## config.mk

```make
export PLATFORM = sky130hd
export DESIGN_NAME = scvt_ram
export DESIGN_NICKNAME = d
export VERILOG_FILES = /design/src/rtl/scvt_ram.sv
export SDC_FILE = /design/constraint.sdc
export NUM_CORES = 1
export LEC_CHECK = 0
export ABC_CLOCK_PERIOD_IN_PS = 3800
export BUFFER_PORTS_ARGS = -buffer_cell sky130_fd_sc_hd__buf_4
export CAP_MARGIN = 25
export CORE_UTILIZATION = 65
export DETAILED_ROUTE_END_ITERATION = 6
export GPL_ROUTABILITY_DRIVEN = 1
export GPL_TIMING_DRIVEN = 0
export HOLD_SLACK_MARGIN = 0.15
export PLACE_DENSITY = 0.86
export SYNTH_ARGS = -nofsm -noshare
export SYNTH_HDL_FRONTEND = slang
export SYNTH_SLANG_ARGS = --single-unit
```

## constraint.sdc

```tcl
create_clock -name clk -period 3.8 [get_ports clk]
set_input_delay 0.19 -clock clk [delete_from_list [all_inputs] [get_ports clk]]
set_output_delay 0.19 -clock clk [all_outputs]
set_load 0.02 [all_outputs]
```

## src/rtl/scvt_ram.sv

```systemverilog
`timescale 1ns / 1ps
`default_nettype none
module scvt_ram #(
  parameter int WIDTH = 8,
  parameter int DEPTH = 16
) (
  input  wire logic                     clk,
  input  wire logic                     we,
  input  wire logic [$clog2(DEPTH)-1:0] addr,
  input  wire logic [WIDTH-1:0]         wdata,
  output logic      [WIDTH-1:0]         rdata
);

  logic [WIDTH-1:0] mem [DEPTH];

  always_ff @(posedge clk) begin
    if (we) begin
      mem[addr] <= wdata;
    end
    rdata <= mem[addr];
  end

endmodule
`default_nettype wire

```

; ---- After elaboration in Yosys (flattened, before gate mapping)
; Memories as Yosys holds them, arrays and structs flattened. A register that Yosys moved wholly into a read port is not among the register bits.
; Index checks and enable logic that the tools add are counted.
[op_classes]
mux = 2
[op_table]
columns = op, count
row1 = 1-bit two-way mux, 2
[totals]
word_cells = 3
ff_bits = 0
out_inout_bits = 8
in_bits = 14
ramBits = 128
memories = 1
[mem_list]
columns = memory, depth, word_bits, rd, rd_ports_with_merged_regs, write_ports, line_no
row1 = mem, 16, 8, 1, 1, 1, 14  ; logic [WIDTH-1:0] mem [DEPTH];

; ---- Depth between registers and ports, before layout
; Gate-level depths: netlist of the first run.
[logic_depth]
ltp_word = 2
depth_mapped = 5
mapped_depth_nobuf = 3

; ---- Worst setup path before layout of the first run
; Ideal clock, no wire load.
[synth_path]
path_type = input to register
startpoint = input port addr[2]
endpoint = memory mem[0][0], enable pin
t_arrival_ns = 1.300
setup_ns = 0.383
cell_stages = 2
t_required_ns = 3.417
slack_ns = 2.117
cell_sequence = or3b_2 > nor3_1
[synth_rtl]
columns = element, line_no
row1 = start: declaration, 9  ; input wire logic [$clog2(DEPTH)-1:0] addr,
row2 = end: declaration, 14
; Straight into the memory's write port.

; ---- Final worst setup path of the first run
[layout_path]
startpoint = input port addr[1]
endpoint = memory mem[7][1], enable pin
; Straight into the memory's write port.

==> impl_results.md, run 1 <==
- DR iter-0 viols: approximately 450
- Antenna Nets Post-Route: 0
- Most common cell after layout, fill and taps aside: edfxtp_1
- Vias post-DR: about 2600
- I/O Buffers: 19
- Asr flop ratio synth: 0%
- Nets: between 200 and 300
- Hpwl dp: roughly 6.4 mm
- Register bit total from synthesis: 136
- CTS tree: built
- Setup CP Type: in -> reg
- Worst EP required: 3940 ps
- CTS root buf: clkbuf_8
- Setup Skew: about 11 ps
- Met2 Routed Length: approximately 6 mm
- Post-Route Utilization: about four fifths
- Initial Utilization: a little under 70%
- Placement Rows: 31
- Ys Warns: 0
- First-pass GRT wire length: 17.3 mm
- Vias in the first global route: approximately 2700
- Antenna diodes: 0
- Syn nets: about 240
- Status: complete, no violations
- Critical path's largest stage delay: 690 ps
- Syn_area_per_cell: about 22 µm²
- Clock Latency Late Sink: ~520 ps
- # IOs: 22
- WL final: ~12 mm
- Max Clk Rate: 577 MHz
- Avg Vias per Cell: 6.76
- DRC viols: 0
- First drt pass iteration count: 6
- CTS sink cnt: 136
- Gp weighted congestion: 0.831
- Worst vdd ir: slightly below 400 µV
- CORE AREA: 7410 µm²
- Critical path cell sequence: buf_2, buf_1, nand2_1, nor2_1
- Synth unique cells: 18
- Layout cells sized above 1: 31.4%
- Critical path capture point type: flop
- Unrepaired setup endpoints after global routing: no
- Ys flop type: edfxtp_1
- Worst-path maximum fanout: 10
- Post-Syn Instances: 230
- CTS clk-pin slew, worst paths: approximately 60 ps
- H-tree depth: 4
- Final min period: around 1700 ps
- Worst-case clock buffer depth: 2
- Final setup fails: 0
- Total track usage: 31.6%
- EDFF count, synth: approximately 130
- Worst Reg-to-Reg Cells: 3
- Largest net degree at the start of global routing: 17
- Max cap viols: 0
- DIE HEIGHT: between 90 and 100 µm
- Initial antenna violation count: 0
- Metal-1 WL: between 4 and 5 mm
- Worst min path class: in -> reg
- LEAKAGE: roughly 2.0 nW
- Top Layer Used: met4
- Max_slew headroom: about 45%
- WL/cell: a little under 30 µm
- Worst Setup Start Kind: input pin
- Endpoints failing hold: 0
- P&R area growth vs syn: 19.5%
- Post-synthesis sequential area ratio: between 70% and 80%
- Post-Syn Area: about 5100 µm²
- Remaining Overflow, GRT: 0
- Hold Path Stages: 4
- Actual slew at the worst max-slew pin: about 830 ps
- Num CTS Buffers: 17
- Routed length on met3: around 1.1 mm
- Pwr dens: 592 nW/µm²
- Commonest cells after routing, fill and taps aside: edfxtp_1, mux4_2, buf_4, a22oi_1, clkbuf_16
- Finished Layout Cells: around 390
- Setup TNS: 0 ps
- Final worst-path cycle share: a little under half
- CP max stage cell: nor2_1
- CP arrival: approximately 1900 ps
- Die ar.: between 8000 and 9000 µm²
- Max-slew violations: 0
- Die Width: roughly 90 µm
- Dpl cells: 352
==> metal layers <==
metal	vias up	track usage [%]
li1	1063	-
met1	1353	40.6
met2	198	51.5
met3	35	7.83
met4	0	14.9
met5	-	0
==> through the flow <==
stage                     total power, mW  setup slack (ps)  area (µm²)  hold slack [ps]
after detailed placement             1.90              1580        5360              518
after global placement               1.88              1590        5330              499
after global routing                 3.65              1960        6050              299
final                                3.58              2070        6050              288
after CTS                            3.57              2080        6050              279
after floorplan                      1.81              2120        5070              289
==> cell type report <==
class / count / area [µm²]
Clock inverter: 14 / 196
Timing Repair Buffer: 31 / 248
Tap cell: 99 / 124
Fill cell: 301 / 1360
Multi-Input combinational cell: 83 / 1000
Sequential cell: 136 / 4000
Clock buffer: 18 / 418
Buffer: 11 / 60.1
==> logic make-up (layout without fill, tap and decap cells) <==
logic type	after synthesis	after routing	share of synthesized area (%)
buffers and inverters	11	74	1.19
AO/OA/AOI/OAI	16	16	2.37
multiplexers	32	32	14.2
AND/OR/NAND/NOR	35	35	3.21
flip-flops	136	136	79.0
==> power by group <==
part	switching, mW	internal [mW]	total (mW)
clock network	0.627	1.07	1.70
registers	0.0139	1.68	1.69
logic	0.114	0.0786	0.192
==> cells in the mapped netlist (4+ instances only) <==
cell	count	share of area [%]
mux4_2	32	14
edfxtp_1	128	76
nand2_1	9	0.67
nor2_1	13	0.96
dfxtp_1	8	3.2
nor3_1	4	0.40
a22oi_1	16	2.4
buf_1	4	0.30
==> registers in the layout, indices dropped and copies added, names as in the netlist <==
register and flops:
rdata 8, mem 128
==> what timing repair did <==
| action | CTS | global route |
|---|---|---|
| buffers inserted | 0 | 0 |
| hold buffers | 8 | 0 |
| endpoints found under the hold margin | 128 | 0 |
| resized for setup | 0 | 0 |
==> final timing paths <==
path	slack [ps]	to	startpoint
min reg2reg	720	rdata[2]$_DFF_P_	mem[10][2]$_DFFE_PP_
max reg2reg	2280	rdata[2]$_DFF_P_	mem[3][2]$_DFFE_PP_
max	2070	mem[7][1]$_DFFE_PP_	addr[1]
min	290	rdata[5]$_DFF_P_	addr[0]
==> worst max-delay path: cells and delay by family <==
family | cells | cell delay [ps]
buffers and inverters | 2 | 740
and+or+nand+nor | 2 | 940
Power figures use the tool's default switching activity.
==> run 2: changes to the inputs <==
==> config.mk (replaced) <==
export PLATFORM = sky130hd
export DESIGN_NAME = scvt_ram
export DESIGN_NICKNAME = d
export VERILOG_FILES = /design/src/rtl/scvt_ram.sv
export SDC_FILE = /design/constraint.sdc
export NUM_CORES = 1
export LEC_CHECK = 0
export ABC_CLOCK_PERIOD_IN_PS = 1400
export BUFFER_PORTS_ARGS = -buffer_cell sky130_fd_sc_hd__buf_4
export CAP_MARGIN = 25
export CORE_UTILIZATION = 54
export DETAILED_ROUTE_END_ITERATION = 6
export GPL_ROUTABILITY_DRIVEN = 1
export GPL_TIMING_DRIVEN = 0
export HOLD_SLACK_MARGIN = 0.15
export PLACE_DENSITY = 0.77
export SYNTH_ARGS = -nofsm -noshare
export SYNTH_HDL_FRONTEND = slang
export SYNTH_SLANG_ARGS = --single-unit
==> constraint.sdc (replaced) <==
create_clock -name clk -period 1.4 [get_ports clk]
set_input_delay 0.07 -clock clk [delete_from_list [all_inputs] [get_ports clk]]
set_output_delay 0.07 -clock clk [all_outputs]
set_load 0.02 [all_outputs]
==> run 2 against run 1 <==
Worst setup slack got worse by 2000 ps. Register-to-register slack got worse by 2200 ps. Clock power increased to 2.6 times the previous value. Design area increased by 1.2%. Clock skew decreased by 4.8 ps. Non-clock buffer count increased by 3. First-iteration DRC count decreased by 37%. Critical path depth decreased by 1.
==> impl_results.md, run 2 (synthesized netlist as in run 1, its figures left out) <==
- Post-Route Utilization: about 69%
- Max Clk Rate: around 730 MHz
- Status: complete, no violations
- Endpoints failing hold: 0
- Max reg flops: between 100 and 150
- Remaining Overflow, GRT: 0
- H-tree depth: 4
- Top flop regs: mem (128), rdata (8)
- Worst Min Path Start: addr[1]
- First-pass GRT wire length: around 15 mm
- WL/cell: about 25 µm
- Vias in the first global route: between 2000 and 3000
- Worst-case clock buffer depth: 2
- Reg area: around 4000 µm²
- Critical Path Source: mem[15][6]$_DFFE_PP_
- Placement Rows: 34
- I/O Buffers: 19
- Critical path's largest stage delay: ~530 ps
- Final worst-path cycle share: a little over nine tenths
- Antenna diodes: 0
- Worst vdd ir: a little under 800 µV
- DIE HEIGHT: 98.9 µm
- Max-slew violations: 0
- CP max stage cell: mux4_2
- Final setup fails: 0
- CTS sink cnt: around 140
- Reg with most FFs: mem
- Total track usage: approximately 23%
- Gp weighted congestion: 0.786
- Setup TNS: 0 ps
- Area of the multi-input gates: roughly 1100 µm²
- Actual slew at the worst max-slew pin: 826 ps
- Critical path cell sequence: mux4_2, a22oi_1, nand2_1
- DP Area: 5380 µm²
- Num CTS Buffers: 17
- Die Width: around 99 µm
- WP buf/inv: 0
- Post CTS Setup Buffer Count: 0
- Largest delay share family, worst path: multiplexers
- Avg Vias per Cell: a little over 6
- # fillers: 514
- Largest net degree at the start of global routing: 17
- DR iter-0 viols: about 290
- # IOs: 22
- Setup Skew: around 6.5 ps
- CORE AREA: approximately 8900 µm²
- Layout cells sized above 1: 36.5%
- Max_slew headroom: around 44%
- Commonest cells after routing, fill and taps aside: edfxtp_1, mux4_2, buf_4, clkbuf_16, a22oi_1
- Worst min path class: in -> reg
- Worst Setup Start Kind: flop
- CTS clk-pin slew, worst paths: approximately 60 ps
- LEAKAGE: just over 2 nW
- P&R area growth vs syn: 20.9%
- Antenna Nets Post-Route: 0
- Final min period: about 1400 ps
- Clock Latency Late Sink: around 520 ps
- Most common cell after layout, fill and taps aside: edfxtp_1
- Critical path capture point type: flop
- Vias post-DR: between 2000 and 2500
- Initial Utilization: around 57%
- Tot Pwr: about 9.5 mW
- CP arrival: ~1800 ps
- Setup CP Type: reg -> reg
- Design area: between 6000 and 7000 µm²
- DRC viols: 0
- Worst EP required: 1790 ps
- Max cap viols: 0
- CTS root buf: clkbuf_8
- First drt pass iteration count: 5
- Reg-to-reg critical path startpoint: mem[15][6]$_DFFE_PP_
- Die ar.: a little under 10000 µm²
- WL final: around 10 mm
- Worst-path maximum fanout: 1
- Nets: between 200 and 300
- Pwr dens: 1540 nW/µm²
- Hpwl dp: between 6 and 7 mm
- CTS tree: built
- Initial antenna violation count: 0
==> run 2: changes by cell type in the layout (fill, tap and decap cells not counted), sizes merged <==
cell,change
buf,-2
inv,-3
clkinv,+3
bufinv,-1
dlygate4sd3,+3
clkbuf,+2
dlymetal6s4s,+1
==> run 2: where the power goes <==
group          leakage, nW  switching, mW  internal (mW)
registers             1.22         0.0244           4.55
clock network        0.283           1.60           2.74
logic                0.511          0.304          0.224
==> run 2: repair_timing <==
item,CTS,global route
gates resized for setup,3,9
setup endpoints to repair,57,79
endpoints found under the hold margin,134,4
hold buffers,12,1
pin swaps,0,0
==> run 2: final timing paths <==
path | endpoint | depth (start not counted) | slack, ps
min | rdata[3]$_DFF_P_ | 4 | 160
max | rdata[6]$_DFF_P_ | 3 | 30
max reg2reg | rdata[6]$_DFF_P_ | 3 | 30
min reg2reg | rdata[5]$_DFF_P_ | 3 | 700
==> run 2: layer usage <==
metal / vias up / GRT usage [%] / wire, µm
met2: 118 / 38.5 / 5360
met5: - / 0 / 0
met3: 18 / 5.96 / 696
li1: 1070 / - / -
met4: 0 / 9.30 / 234
met1: 1286 / 29.7 / 3940
==> run 2: layout make-up <==
type / instances / area share, %
plain buffers: 11 / 1.00
clock buffers: 19 / 7.05
clock inverters: 13 / 2.53
multi-input cells: 83 / 17.2
flip-flops and latches: 136 / 65.4
well taps: 108 / 2.21
repair buffers: 34 / 4.66
==> run 2: through the flow <==
stage | hold WS (ps) | setup slack (ps) | std cells
2_1_floorplan | 169 | -108 | 230
3_3_place_gp | 392 | -681 | 357
3_5_place_dp | 401 | -701 | 360
4_1_cts | 142 | -196 | 404
5_1_grt | 170 | -2.87 | 404
6_report | 158 | 32.8 | 404
==> run 2: worst min-delay path: stages <==
cell	delay, ps
buf_2	190
mux4_2	250
a22oi_1	80
nand2_1	60
==> run 3: changes to the inputs <==
--- a/config.mk
+++ b/config.mk
@@ -5,15 +5,16 @@
 export SDC_FILE = /design/constraint.sdc
 export NUM_CORES = 1
 export LEC_CHECK = 0
+export ABC_AREA = 1
 export ABC_CLOCK_PERIOD_IN_PS = 1400
 export BUFFER_PORTS_ARGS = -buffer_cell sky130_fd_sc_hd__buf_4
 export CAP_MARGIN = 25
-export CORE_UTILIZATION = 54
+export CORE_UTILIZATION = 55
 export DETAILED_ROUTE_END_ITERATION = 6
 export GPL_ROUTABILITY_DRIVEN = 1
 export GPL_TIMING_DRIVEN = 0
 export HOLD_SLACK_MARGIN = 0.15
-export PLACE_DENSITY = 0.77
+export PLACE_DENSITY = 0.78
 export SYNTH_ARGS = -nofsm -noshare
 export SYNTH_HDL_FRONTEND = slang
 export SYNTH_SLANG_ARGS = --single-unit
==> run 3 against run 2 <==
The flow now finishes with violations (setup timing). Critical path type is now in -> reg. Sequential share of layout area shrank 5.6 points. Highest routed layer unchanged. Core utilization shrank 0.61 points. Combinational power grew 23%. Largest power group unchanged. Sequential cell count is the same. Wire length grew 19%.
==> impl_results.md, run 3 <==
- Status: finished with violations
- Failing checks: setup timing
- Final min period: approximately 1400 ps
- First-pass GRT wire length: around 19 mm
- WL/cell: ~16 µm
- Most frequent cell after synthesis: nand2_1
- Critical Path Source: addr[1]
- Layout cells sized above 1: between 10% and 20%
- Asr flop ratio synth: 0%
- Hold Path Stages: 7
- Critical path capture point type: flop
- Final setup fails: 24
- Placement Rows: 36
- Vias in the first global route: about 3800
- Num CTS Buffers: 17
- CTS sink cnt: roughly 140
- CORE AREA: approximately 9800 µm²
- Unrepaired setup endpoints after global routing: yes
- Syn_area_per_cell: about 10 µm²
- Remaining Overflow, GRT: 0
- Clock Latency Late Sink: 530 ps
- Nets: between 600 and 700
- WL final: around 12 mm
- H-tree depth: 4
- I/O Buffers: 20
- Worst reg2reg setup slack: 370 ps
- Worst EP required: about 1600 ps
- Commonest cells in the netlist: nand2_1, edfxtp_1, inv_1, nor2_1, buf_2
- Post-Syn Area: 5590 µm²
- Commonest cells after routing, fill and taps aside: nand2_1, edfxtp_1, buf_4, inv_1, clkbuf_16
- Total track usage: between 20% and 30%
- EDFF count, synth: roughly 130
- FF-to-FF End: rdata[5]$_DFF_P_
- Setup CP Type: in -> reg
- Vias post-DR: roughly 3900
- Final worst-path cycle share: 103%
- DR iter-0 viols: about 340
- Worst vdd ir: slightly below 1000 µV
- Ys flop type: edfxtp_1
- Ys Warns: 0
- Register bit total from synthesis: ~140
- Reg with most FFs: mem
- Syn nets: 562
- Worst Min Path Start: addr[1]
- DIE HEIGHT: approximately 100 µm
- LEAKAGE: about 2.9 nW
- # fillers: 710
- Tot Pwr: 9.73 mW
- Synth unique cells: 11
- Initial antenna violation count: 0
- Setup Skew: about 4.6 ps
- Hold Crit Endpoint: rdata[0]$_DFF_P_
- Die Width: approximately 100 µm
- # IOs: 22
- Worst Setup Start Kind: input pin
- Max_slew headroom: a little over half
- Post-Syn Instances: approximately 550
- Most common cell after layout, fill and taps aside: nand2_1
- Top flop regs: mem (128), rdata (8)
- Largest cells by area after synthesis: edfxtp_1, nand2_1, dfxtp_1, inv_1, nor2_1
- Endpoints failing hold: 0
- Post-synth top area share: between 60% and 70%
- Synth area leader: edfxtp_1
- CTS tree: built
- Die ar.: around 11000 µm²
- Worst-path maximum fanout: 10
- CP arrival: between 1500 and 2000 ps
- Actual slew at the worst max-slew pin: about 700 ps
- Max reg flops: approximately 130
- Pwr dens: 1450 nW/µm²
- Final worst slack: -38.6 ps
- Antenna diodes: 0
- Initial Utilization: a little under three fifths
- Worst-case clock buffer depth: 2
- Max cap viols: 0
- Avg Vias per Cell: just over 5
- Reg-to-reg critical path startpoint: mem[0][5]$_DFFE_PP_
- CTS root buf: clkbuf_8
- CTS clk-pin slew, worst paths: approximately 60 ps
- DRC viols: 0
- First drt pass iteration count: 5
- Max Clk Rate: just under 700 MHz
- Gp weighted congestion: about 0.86
- Worst Reg-to-Reg Cells: 8
- Max-slew violations: 0
- Largest net degree at the start of global routing: 17
- Antenna Nets Post-Route: 0
- Hpwl dp: approximately 7.5 mm
- Post-Route Utilization: between 60% and 70%
- P&R area growth vs syn: 19.9%
- Post-synthesis sequential area ratio: a little under three quarters
- Worst min path class: in -> reg
[run 3: critical path, stage by stage]
cell and delay (ps):
buf_2 170, clkbuf_1 380, nand3_1 340, nor2_1 630
[run 3: kinds of logic after synthesis]
| kind of cell | count (synthesis) | share of synthesized area (%) |
|---|---|---|
| buffers and inverters | 44 | 3.62 |
| DFF | 136 | 71.6 |
| and+or+nand+nor | 368 | 24.8 |
[run 3: final cells by class]
class / count / area, µm² / area share (%)
Sequential cell: 136 / 4000 / 59.7
Multi-Input combinational cell: 368 / 1430 / 21.4
Clock buffer: 18 / 418 / 6.23
Timing Repair Buffer: 35 / 300 / 4.48
Clock inverter: 13 / 180 / 2.69
Tap cell: 133 / 166 / 2.48
Buffer: 21 / 116 / 1.74
Inverter: 23 / 86.3 / 1.29
[run 3: report_power, final]
part / internal [mW] / leakage [nW] / total (mW) / switching (mW)
clock network: 2.87 / 0.278 / 4.50 / 1.63
logic: 0.210 / 1.36 / 0.652 / 0.441
registers: 4.55 / 1.22 / 4.58 / 0.0245
[run 3: stage by stage]
| stage | setup WS [ps] | instance area [µm²] | setup TNS (ps) | hold slack (ps) | std cells |
|---|---|---|---|---|---|
| after floorplan | -47.2 | 5590 | -2370 | 169 | 548 |
| after global placement | -542 | 5910 | -61000 | 418 | 701 |
| after detailed placement | -592 | 5910 | -65450 | 428 | 701 |
| after CTS | -4.64 | 6660 | -36.6 | 169 | 747 |
| after global routing | -167 | 6710 | -5170 | 161 | 747 |
| final | -38.6 | 6710 | -468 | 156 | 747 |
[run 3: repair_timing]
action,CTS,global route
setup buffers,0,0
hold buffers,15,0
hold endpoints to repair,136,0
setup endpoints to repair,29,120
gates resized for setup,2,14
[run 3: how the worst max path moves through the flow]
stage,to,slack [ps],depth (start not counted)
3_5_place_dp,mem[2][4]$_DFFE_PP_,-590,4
2_1_floorplan,mem[3][0]$_DFFE_PP_,-50,4
6_report,mem[6][0]$_DFFE_PP_,-40,4
3_3_place_gp,mem[2][4]$_DFFE_PP_,-540,4
5_1_grt,mem[6][0]$_DFFE_PP_,-170,4
4_1_cts,mem[6][0]$_DFFE_PP_,-5,4
[run 3: per-layer routing]
| layer | up-vias | GRT usage (%) | wire length (µm) | share of wire, % |
|---|---|---|---|---|
| met3 | 32 | 5.76 | 872 | 7.2 |
| met1 | 1826 | 32.7 | 4960 | 41 |
| met2 | 164 | 41.5 | 6010 | 49 |
| met4 | 0 | 12.8 | 339 | 2.8 |
| met5 | - | 0 | 0 | 0 |
| li1 | 1859 | - | - | - |
